File: src/hw/rtl/nds_pkg.sv
// ----------------------------------------------------------------------------
// nds_pkg: shared constants and types for the nearest distance search unit
// Table geometry, field widths and divider geometry used across the design.
// ----------------------------------------------------------------------------
package nds_pkg;

  // Table geometry
  localparam int TABLE_DEPTH    = 4096;
  localparam int ADDR_W         = $clog2(TABLE_DEPTH);
  localparam int CNT_W          = ADDR_W + 1;

  // Word field widths
  localparam int DIST_W         = 32;
  localparam int IDX_W          = 12;
  localparam int POS_W          = 10;
  localparam int COUNT_W        = 13;

  // Position scale and target product
  localparam int POSITION_SCALE = 1000;
  localparam int PROD_W         = DIST_W + POS_W;

  // Constant divider: one radix-8 digit per step
  localparam int DIGIT_W        = 3;
  localparam int DIV_STEPS      = (PROD_W + DIGIT_W - 1) / DIGIT_W;
  localparam int QUO_W          = DIV_STEPS * DIGIT_W;
  localparam int REM_W          = $clog2(POSITION_SCALE);
  localparam int VAL_W          = REM_W + DIGIT_W;
  localparam int STEP_W         = $clog2(DIV_STEPS);

  // Function codes of an input word
  localparam logic FUNC_WRITE   = 1'b0;
  localparam logic FUNC_QUERY   = 1'b1;

  typedef logic [DIST_W-1:0] dist_t;
  typedef logic [IDX_W-1:0]  idx_t;

endpackage

File: src/hw/rtl/nds_div.sv
// ----------------------------------------------------------------------------
// nds_div: iterative divider by the position scale
// Long division, one radix-8 digit per cycle; done pulses with the quotient.
// ----------------------------------------------------------------------------
module nds_div import nds_pkg::*; (
  input  logic             clk,
  input  logic             rst,
  input  logic             start,
  input  logic [QUO_W-1:0] dividend,
  output logic             done,
  output logic [QUO_W-1:0] quotient
);

  logic              busy;
  logic [STEP_W-1:0] step;
  logic [REM_W-1:0]  rem;
  logic [QUO_W-1:0]  work;
  logic [VAL_W-1:0]  val;
  logic [DIGIT_W-1:0] digit;
  logic [REM_W-1:0]  rem_next;

  // Pick the next quotient digit from the partial remainder
  always_comb begin
    val   = {rem, work[QUO_W-1 -: DIGIT_W]};
    digit = '0;
    for (int k = 1; k < (1 << DIGIT_W); k++) begin
      if (val >= VAL_W'(k * POSITION_SCALE)) begin
        digit = DIGIT_W'(k);
      end
    end
    rem_next = REM_W'(val - VAL_W'(digit) * VAL_W'(POSITION_SCALE));
  end

  // Shift dividend bits out and quotient digits in
  always_ff @(posedge clk) begin
    if (rst) begin
      busy <= 1'b0;
      done <= 1'b0;
      step <= '0;
    end else begin
      done <= 1'b0;
      if (start) begin
        busy <= 1'b1;
        step <= '0;
        rem  <= '0;
        work <= dividend;
      end else if (busy) begin
        rem  <= rem_next;
        work <= {work[QUO_W-DIGIT_W-1:0], digit};
        step <= step + 1'b1;
        if (step == STEP_W'(DIV_STEPS - 1)) begin
          busy <= 1'b0;
          done <= 1'b1;
        end
      end
    end
  end

  assign quotient = work;

endmodule

File: config.mk
export PLATFORM = sky130hd
export DESIGN_NAME = nds_div
export DESIGN_NICKNAME = d
export VERILOG_FILES = /design/src/hw/rtl/nds_pkg.sv /design/src/hw/rtl/nds_div.sv
export SDC_FILE = /design/constraint.sdc
export NUM_CORES = 1
export LEC_CHECK = 0
export BUFFER_PORTS_ARGS = -buffer_cell sky130_fd_sc_hd__buf_4
export CAP_MARGIN = 20
export CORE_AREA = 5 5 88 90
export CTS_CLUSTER_SIZE = 40
export DETAILED_ROUTE_END_ITERATION = 8
export DIE_AREA = 0 0 93 95
export PLACE_DENSITY = 0.78
export REMOVE_ABC_BUFFERS = 1
export SYNTH_ARGS = -nofsm -noshare
export SYNTH_HDL_FRONTEND = slang
export SYNTH_SLANG_ARGS = --single-unit
export TNS_END_PERCENT = 100
File: constraint.sdc
create_clock -name clk -period 4.8 [get_ports clk]
set_input_delay 0.48 -clock clk [delete_from_list [all_inputs] [get_ports clk]]
set_output_delay 0.48 -clock clk [all_outputs]
set_load 0.02 [all_outputs]
==> summary.txt, run 1 <==
Floorplan
  – DIE AREA: 8840 um2
  – Starting Density: 0.424
  – Num ports: 88
  – Die Width: 93 um
  – Die Height: 95 um
  – Rows: 31
  – Core area: 6980 um2

Routing
  – # DRC: 0
  – Vias per cell: 5.18
  – Met3 Wirelength: 641 um
  – Final WL: 6400 um
  – Met1 WL: 2680 um
  – Met2 WL post-DR: 3000 um
  – Post-route ant nets: 0
  – Max Used Layer: met4
  – Via Count: 2026
  – Initial DRC Count: 67
  – Drt first pass iters: 4
  – Routed wire per std cell: 16.4 um

Final layout
  – Area delta synth->final: 31.0%
  – N_diodes: 0
  – Fraction of final layout cells sized beyond drive strength 1: 0.479
  – Register Area: 1680 um2
  – Fillcell total: 585
  – Final net count: 365
  – Multi-input logic area: 1210 um2

Power
  – Clk network pwr share: 0.187
  – Max VDD drop: 0.411 mV
  – Share of power burned in registers: 0.304
  – Internal Power: 0.00149 W
  – PwrDens: 614 nW/um2
  – Sw Share: 0.374
  – Pleak: 1.53 nW
  – Sw power: 0.000891 W
  – Combinational Power Share: 0.510

Synth
  – Synth Register Bits: 58
  – Synth Flop Type: edfxtp_1
  – Avg Inst Size Synth: 13.8 um2
  – Synth warn: 0
  – Post-Syn Instances: 215
  – Register area share after synthesis: 0.568
  – Synth cell types: 38
  – FFs w/ async S/R, synth: 0
  – EDFF count, synth: 52
  – Syn Std Cell Area: 2960 um2

STA
  – Setup_tns: 0 ps
  – Final hold violations: 0
  – Max-slew violations: 0
  – Worst Tran Pin Value: 719 ps
  – Max-slew headroom: 0.521
  – Clock skew: 10.9 ps
  – Fin crit share: 0.813
  – Max Clock Freq: 256 MHz
  – RSZ-0062 raised after global routing: no
  – Setup-failing EPs final: 0
  – Final min period: 3900 ps
  – Worst Slack Setup Final: 898 ps

Clock network
  – Setup bufs post-CTS: 0
  – Number of clock sinks: 58
  – Number of hold buffers added after CTS: 0
  – CTS tree: yes
  – CTS Buf Count: 9
  – CTS resizes: 0
  – Worst-Skew Late Latency: 330 ps
  – Clk slew on worst S/H paths: 60 ps
  – Root Driver: clkbuf_8
  – H-tree levels: 3
  – Clock Tree Buf Depth: 2

Run status
  – Status: complete, no violations

Critical path
  – CP max-delay cell: fa_1
  – CP max FO: 8
  – Setup crit start kind: flip-flop
  – Crit Path Class: flip-flop to flip-flop
  – Worst endpoint required time: 4850 ps
  – Critical path cell sequence: nor2_1, or4b_1, a211oi_2, o22ai_1, fa_1, fa_1, inv_1, ha_1, o21ai_0, o21bai_1, a21oi_1, xnor2_1, nor2_1
  – Crit path max-delay family: adder cells
  – Max stage delay on crit path: 560 ps
  – Crit path buffers/inverters: 1
  – Crit path DAT: 3950 ps
  – Critical path endpoint category: flip-flop

Min path
  – HP Class: input pin to flip-flop

Global route
  – First-pass GRT wire length: 10400 um
  – Largest net degree at the start of global routing: 63
  – Initial antenna violation count: 0
  – Tot GR Track Use: 0.150
  – Remaining Overflow, GRT: 0
  – Vias in the first global route: 2187

Placement
  – Port buffer count: 87
  – Routability congestion estimate: 0.780
  – Pre-CTS setup slack: 900 ps
  – HPWL after DPL: 4600 um

Run
  – Max cap viols: 0
-- registers in the layout (all words and copies together) (netlist names) --
signal    cells
busy          1
step          4
quotient     42
done          1
rem          10
-- cell families (layout without fill, tap and decap cells) --
| group | Yosys count | in the layout | synth area share |
|---|---|---|---|
| flops | 58 | 58 | 0.568 |
| simple gates | 51 | 51 | 0.0956 |
| mux | 42 | 42 | 0.160 |
| compound gates | 23 | 23 | 0.0537 |
| buf+inv | 18 | 112 | 0.0266 |
| fa+ha+maj | 16 | 16 | 0.0753 |
| xor+xnor | 7 | 7 | 0.0207 |
-- power groups by stage --
| stage | clock (W) | sequential, W | combinational (W) |
|---|---|---|---|
| after floorplan | 0 | 0.000746 | 0.000894 |
| after global placement | 0 | 0.000727 | 0.00117 |
| after detailed placement | 0 | 0.000731 | 0.00120 |
| after CTS | 0.000455 | 0.000721 | 0.00122 |
| after global routing | 0.000475 | 0.000731 | 0.00138 |
| final | 0.000444 | 0.000723 | 0.00121 |
-- final timing paths --
| kind | start | slack [ps] | end | depth (start not counted) |
|---|---|---|---|---|
| setup reg to reg | rem[1] | 900 | rem[9] | 13 |
| setup / recovery | rem[1] | 900 | rem[9] | 13 |
| hold reg to reg | step[3] | 520 | done | 2 |
| hold / removal | rst | 390 | step[0] | 2 |
-- cells in the mapped netlist, types with 4 or more instances --
library cell	n	area, um2
edfxtp_1	52	1560
mux2_2	42	473
ha_1	13	163
nor2_1	11	41.3
nand2_1	9	33.8
inv_1	8	30.0
clkbuf_1	7	26.3
nor2b_1	7	43.8
dfxtp_1	6	120
nor3_1	6	30.0
xnor2_1	5	43.8
a21oi_1	4	20.0
nor3b_1	4	30.0
o21ai_0	4	20.0
-- final cells by class --
cell class | count | share of cell area
sequential | 58 | 0.434
clock inverter | 5 | 0.0142
clock buffer | 11 | 0.0365
inverter | 8 | 0.00774
tap | 82 | 0.0265
multi-input combinational | 139 | 0.311
timing repair buffer | 88 | 0.170
-- routing by layer --
metal	vias up	global-route usage
met5	-	0
met2	74	0.244
met4	0	0.0476
li1	991	-
met3	9	0.0757
met1	952	0.175
-- per-stage QoR --
step | util | hold WS, ps | std cells | total power [W] | cell area, um2
after floorplan | - | 470 | 205 | 0.00164 | 2910
after global placement | 0.527 | 507 | 375 | 0.00190 | 3680
after detailed placement | 0.527 | 508 | 375 | 0.00193 | 3680
after CTS | 0.555 | 372 | 391 | 0.00240 | 3880
after global routing | 0.555 | 384 | 391 | 0.00259 | 3880
final | 0.555 | 386 | 391 | 0.00238 | 3880
-- layout by cell type (no fill, tap or decap), types with 2 or more instances in the layout --
| master | count |
|---|---|
| nor2_1 | 10 |
| buf_4 | 88 |
| dfxtp_1 | 6 |
| a211oi_1 | 3 |
| a21oi_1 | 4 |
| fa_1 | 3 |
| nor2b_1 | 7 |
| nand2_1 | 9 |
| inv_1 | 8 |
| xnor2_1 | 5 |
| clkbuf_8 | 10 |
| o21ai_0 | 4 |
| nor3_1 | 6 |
| edfxtp_1 | 52 |
| nor3b_1 | 4 |
| xor2_1 | 2 |
| clkinv_2 | 2 |
| ha_1 | 13 |
| nand4_1 | 2 |
| nor4b_1 | 2 |
| nor4_1 | 2 |
| nand3_1 | 2 |
| mux2_2 | 42 |
| o21bai_1 | 3 |
| clkinvlp_4 | 2 |
No activity file was read; power rests on OpenSTA's default activity.
==> run 2: changes to the inputs <==
- ABC_AREA: unset -> 1
- CORE_AREA: 5 5 88 90 -> 5 5 90 92
- DIE_AREA: 0 0 93 95 -> 0 0 95 97
- clock period: 4.8 -> 3.8 ns (I/O delays scaled with it)
==> summary.txt, run 2 <==
Clock network
  – CTS tree: yes
  – CTS resizes: 0
  – Clk slew on worst S/H paths: 70 ps
  – CTS Buf Count: 9
  – Number of clock sinks: 58
  – Number of hold buffers added after CTS: 0
  – Root Driver: clkbuf_8
  – H-tree levels: 3
  – Worst-Skew Late Latency: 340 ps
  – Clock Tree Buf Depth: 2
  – Setup bufs post-CTS: 0

Final layout
  – N_diodes: 0
  – Fraction of final layout cells sized beyond drive strength 1: 0.259
  – Final Util: 0.562
  – Area delta synth->final: 29.3%
  – Max reg flops: 42
  – Fillcell total: 662
  – Commonest cells after routing, fill and taps aside: nand2_1 (155), buf_4 (89), edfxtp_1 (52), inv_1 (30), nor2_1 (30)
  – Final net count: 504
  – Finished Layout Cells: 547
  – Commonest non-fill, non-tap cell in the layout: nand2_1

STA
  – Final min period: 3480 ps
  – Setup-failing EPs final: 0
  – Setup_tns: 0 ps
  – Max Clock Freq: 288 MHz
  – Fin crit share: 0.915
  – Final hold violations: 0
  – Worst Slack Setup Final: 322 ps
  – Clock skew: 10.1 ps
  – Worst Tran Pin Value: 507 ps
  – Max-slew headroom: 0.662
  – RSZ-0062 raised after global routing: no
  – Max-slew violations: 0

Global route
  – Initial antenna violation count: 0
  – First-pass GRT wire length: 11600 um
  – Vias in the first global route: 2586
  – Remaining Overflow, GRT: 0
  – Tot GR Track Use: 0.158
  – Largest net degree at the start of global routing: 52

Power
  – Combinational Power Share: 0.564
  – Final Power: 0.00331 W
  – Clk network pwr share: 0.164
  – Pleak: 1.94 nW
  – Max VDD drop: 0.476 mV
  – PwrDens: 824 nW/um2
  – Sw Share: 0.435
  – Share of power burned in registers: 0.272
  – Internal Power: 0.00187 W
  – Sw power: 0.00144 W

Critical path
  – Critical path endpoint category: flip-flop
  – Reg-to-Reg End: rem[9]
  – Max stage delay on crit path: 520 ps
  – Worst r2r src: rem[1]
  – CP max-delay cell: fa_1
  – CP endpoint: rem[9]
  – Cell mode on critical path: nor2_1
  – Stages on the worst setup path: 17
  – Critical path cell sequence: nor2_1, nand3_1, nand3_1, nor2_1, nor2_1, nand2_2, fa_1, fa_1, xnor2_1, ha_1, nand2_1, inv_1, nand4_1, o211ai_1, nand3_1, nand2_1, nor2_1
  – Worst endpoint required time: 3890 ps
  – CP max FO: 6
  – Crit path launch: rem[1]
  – Crit path buffers/inverters: 1
  – Crit path DAT: 3570 ps
  – Setup crit start kind: flip-flop
  – Crit path max-delay family: adder cells
  – Reg2Reg Setup Slack: 320 ps
  – Crit Path Class: flip-flop to flip-flop
  – R2R cell count: 17

Routing
  – Drt first pass iters: 4
  – Vias per cell: 4.77
  – Via Count: 2610
  – Initial DRC Count: 186
  – Final WL: 7150 um
  – # DRC: 0
  – Routed wire per std cell: 13.1 um
  – Post-route ant nets: 0

Synth
  – Dominant cells by area after synthesis: edfxtp_1 (50%), nand2_1 (19%), ha_1 (5.2%), dfxtp_1 (3.9%), inv_1 (3.6%)
  – Synth warn: 0
  – Synth cell types: 29
  – FFs w/ async S/R, synth: 0
  – Register area share after synthesis: 0.542
  – Top cell type's share of synthesized area: 0.503
  – Synth Flop Type: edfxtp_1
  – Syn Std Cell Area: 3100 um2
  – EDFF count, synth: 52
  – Post-Syn Instances: 357
  – Cell with the most instances after synthesis: nand2_1
  – Avg Inst Size Synth: 8.69 um2
  – Cell taking the most area after synthesis: edfxtp_1
  – Synth top cells by count: nand2_1 (155), edfxtp_1 (52), inv_1 (30), nor2_1 (30), a21oi_1 (14)
  – Synth Register Bits: 58

Placement
  – Routability congestion estimate: 0.876
  – Pre-CTS setup slack: 385 ps
  – Port buffer count: 87
  – Placed insts: 531
  – HPWL after DPL: 5230 um

Floorplan
  – Starting Density: 0.435
  – DIE AREA: 9220 um2
  – Die Width: 95 um
  – Num ports: 88
  – Die Height: 97 um
  – Rows: 31
  – Core area: 7140 um2

Min path
  – HP Class: input pin to flip-flop

Run
  – Max cap viols: 0

Run status
  – Status: complete, no violations
## run 2: power by group through the flow
stage          logic (W)  registers [W]  clock network, W
2_1_floorplan    0.00137       0.000935                 0
3_3_place_gp     0.00174       0.000908                 0
3_5_place_dp     0.00182       0.000910                 0
4_1_cts          0.00185       0.000897          0.000550
5_1_grt          0.00211       0.000907          0.000583
6_report         0.00187       0.000898          0.000542
## run 2: cells by family (layout without fill, tap and decap cells)
group,count (synthesis),count (layout),share of synthesized area
compound gates,30,30,0.0573
xor+xnor,1,1,0.00282
fa+ha+maj,16,16,0.0718
buf+inv,47,138,0.0653
flops,58,58,0.542
simple gates,205,205,0.261
## run 2: how the worst min path moves through the flow
stage              endpoint  cells past startpoint  slack, ps          from
3_5_place_dp        step[3]                      1        460       step[3]
4_1_cts        quotient[32]                      3        300  dividend[32]
5_1_grt        quotient[20]                      3        300  dividend[20]
3_3_place_gp        step[3]                      1        440       step[3]
2_1_floorplan       step[3]                      1        420       step[3]
6_report       quotient[12]                      3        310  dividend[12]
## run 2: area by class of cell
type / instances / area (um2) / share of cell area
clock buffers: 10 / 128 / 0.0318
clock inverters: 6 / 57.6 / 0.0143
inverters: 33 / 124 / 0.0309
multi-input cells: 252 / 1230 / 0.307
flip-flops and latches: 58 / 1680 / 0.419
well taps: 99 / 124 / 0.0309
repair buffers: 89 / 668 / 0.167
## run 2: worst reg2reg max path: stages, from the launching register on
cell	delay, ps
edfxtp_1	500
nor2_1	220
nand3_1	100
nand3_1	70
nor2_1	40
nor2_1	150
nand2_2	120
fa_1	520
fa_1	450
xnor2_1	140
ha_1	330
nand2_1	90
inv_1	60
nand4_1	70
o211ai_1	120
nand3_1	120
nand2_1	80
nor2_1	50
## run 2: per-layer routing
metal | share of wire | GRT usage
met5 | 0 | 0
met4 | 0.018 | 0.0599
met3 | 0.080 | 0.0636
met2 | 0.51 | 0.267
met1 | 0.39 | 0.176
## run 2: metrics by stage
stage / hold slack [ps] / area [um2]
after floorplan: 421 / 3020
after global placement: 442 / 3830
after detailed placement: 457 / 3830
after CTS: 301 / 4010
after global routing: 302 / 4010
final: 310 / 4010
==> run 3: changes to the inputs <==
- CORE_AREA: 5 5 90 92 -> 2 2 87 89
- CTS_BUF_LIST: unset -> sky130_fd_sc_hd__clkbuf_8 sky130_fd_sc_hd__clkbuf_16
- DIE_AREA: 0 0 95 97 -> 0 0 89 91
==> summary.txt, run 3 (same netlist as run 2, synthesis figures left out) <==
Run status
  – Status: complete, no violations

Floorplan
  – Die Height: 91 um
  – DIE AREA: 8100 um2
  – Die Width: 89 um
  – Num ports: 88
  – Core area: 7140 um2
  – Starting Density: 0.435
  – Rows: 31

STA
  – Setup-failing EPs final: 0
  – Setup_tns: 0 ps
  – Final min period: 3460 ps
  – Clock skew: 8.13 ps
  – Max-slew violations: 0
  – Fin crit share: 0.910
  – Worst Tran Pin Value: 527 ps
  – Max-slew headroom: 0.649
  – RSZ-0062 raised after global routing: no
  – Final hold violations: 0
  – Max Clock Freq: 289 MHz
  – Hold WS: 307 ps

Clock network
  – Setup bufs post-CTS: 0
  – CTS resizes: 0
  – Root Driver: clkbuf_8
  – CTS Buf Count: 9
  – Worst-Skew Late Latency: 340 ps
  – Clock Tree Buf Depth: 2
  – CTS tree: yes
  – Number of hold buffers added after CTS: 0
  – Clk slew on worst S/H paths: 70 ps
  – Number of clock sinks: 58
  – H-tree levels: 3

Critical path
  – Worst endpoint required time: 3890 ps
  – Crit path launch: rem[3]
  – CP endpoint: rem[9]
  – Critical path endpoint category: flip-flop
  – Reg2Reg Setup Slack: 340 ps
  – R2R cell count: 18
  – Reg-to-Reg End: rem[9]
  – Worst r2r src: rem[3]
  – CP max FO: 6
  – Crit Path Class: flip-flop to flip-flop
  – Crit path DAT: 3550 ps
  – Setup crit start kind: flip-flop

Placement
  – Routability congestion estimate: 0.941
  – Port buffer count: 87
  – HPWL after DPL: 4970 um
  – Placed cell areas: 3830 um2

Global route
  – Tot GR Track Use: 0.189
  – First-pass GRT wire length: 12000 um
  – Vias in the first global route: 2708
  – Largest net degree at the start of global routing: 52
  – Remaining Overflow, GRT: 0
  – Initial antenna violation count: 0

Routing
  – Final WL: 6970 um
  – Vias per cell: 4.70
  – Met3 Wirelength: 492 um
  – Met1 WL: 2970 um
  – # DRC: 0
  – Drt first pass iters: 4
  – Routed wire per std cell: 12.7 um
  – Max Used Layer: met4
  – Via Count: 2576
  – Met2 WL post-DR: 3420 um
  – Post-route ant nets: 0
  – Initial DRC Count: 103

Final layout
  – Commonest non-fill, non-tap cell in the layout: nand2_1
  – Final net count: 505
  – Area delta synth->final: 30.6%
  – Fraction of final layout cells sized beyond drive strength 1: 0.261
  – N_diodes: 0
  – Commonest cells after routing, fill and taps aside: nand2_1 (155), buf_4 (90), edfxtp_1 (52), inv_1 (31), nor2_1 (30)
  – Final Util: 0.568
  – Max reg flops: 42
  – Final Cell Area: 4050 um2
  – Fillcell total: 665

Min path
  – HP Class: input pin to flip-flop

Power
  – PwrDens: 837 nW/um2
  – Max VDD drop: 0.586 mV
  – Pleak: 1.96 nW

Run
  – Max cap viols: 0
[run 3: per-layer routing]
layer  vias up  global-route usage
met5         -                   0
li1       1315                   -
met1      1180               0.235
met3        10              0.0755
met4         0              0.0634
met2        71               0.300
[run 3: where the power goes]
part           internal (W)  switching [W]  total, W
combinational      0.000753        0.00111   0.00186
sequential         0.000830      0.0000694  0.000899
clock              0.000382       0.000246  0.000628
total               0.00197        0.00143   0.00339
[run 3: final cells by class]
class | instances | area (um2) | area share
Clock inverter | 6 | 81.3 | 0.0201
Multi-Input combinational cell | 252 | 1230 | 0.303
Clock buffer | 10 | 138 | 0.0340
Inverter | 33 | 124 | 0.0306
Timing Repair Buffer | 90 | 676 | 0.167
Sequential cell | 58 | 1680 | 0.415
Tap cell | 99 | 124 | 0.0306
[run 3: how the worst min path moves through the flow]
| stage | start | to | cells past startpoint |
|---|---|---|---|
| floorplan | step[3] | step[3] | 1 |
| global placement | step[3] | step[3] | 1 |
| detailed placement | step[3] | step[3] | 1 |
| CTS | dividend[40] | quotient[40] | 3 |
| global route | dividend[29] | quotient[29] | 3 |
| finish | dividend[40] | quotient[40] | 3 |
[run 3: through the flow]
step           setup WS, ps  total power (W)  std cells
3_5_place_dp            394          0.00275        532
6_report                341          0.00339        548
4_1_cts                 363          0.00339        548
5_1_grt                53.0          0.00371        548
3_3_place_gp            444          0.00266        532
2_1_floorplan          -189          0.00231        343
[run 3: critical path: stages (launching register included)]
cell      delay, ps
edfxtp_1        490
inv_2            80
nand2_1          90
nand3_2         110
o21ai_4         220
inv_2            60
nand2_2          70
nand2_2          90
fa_1            520
fa_1            460
xnor2_1         140
ha_1            340
nand2_1          90
inv_1            60
nand4_1          60
o211ai_1        120
nand3_1         110
nand2_1          70
nor2_1           40
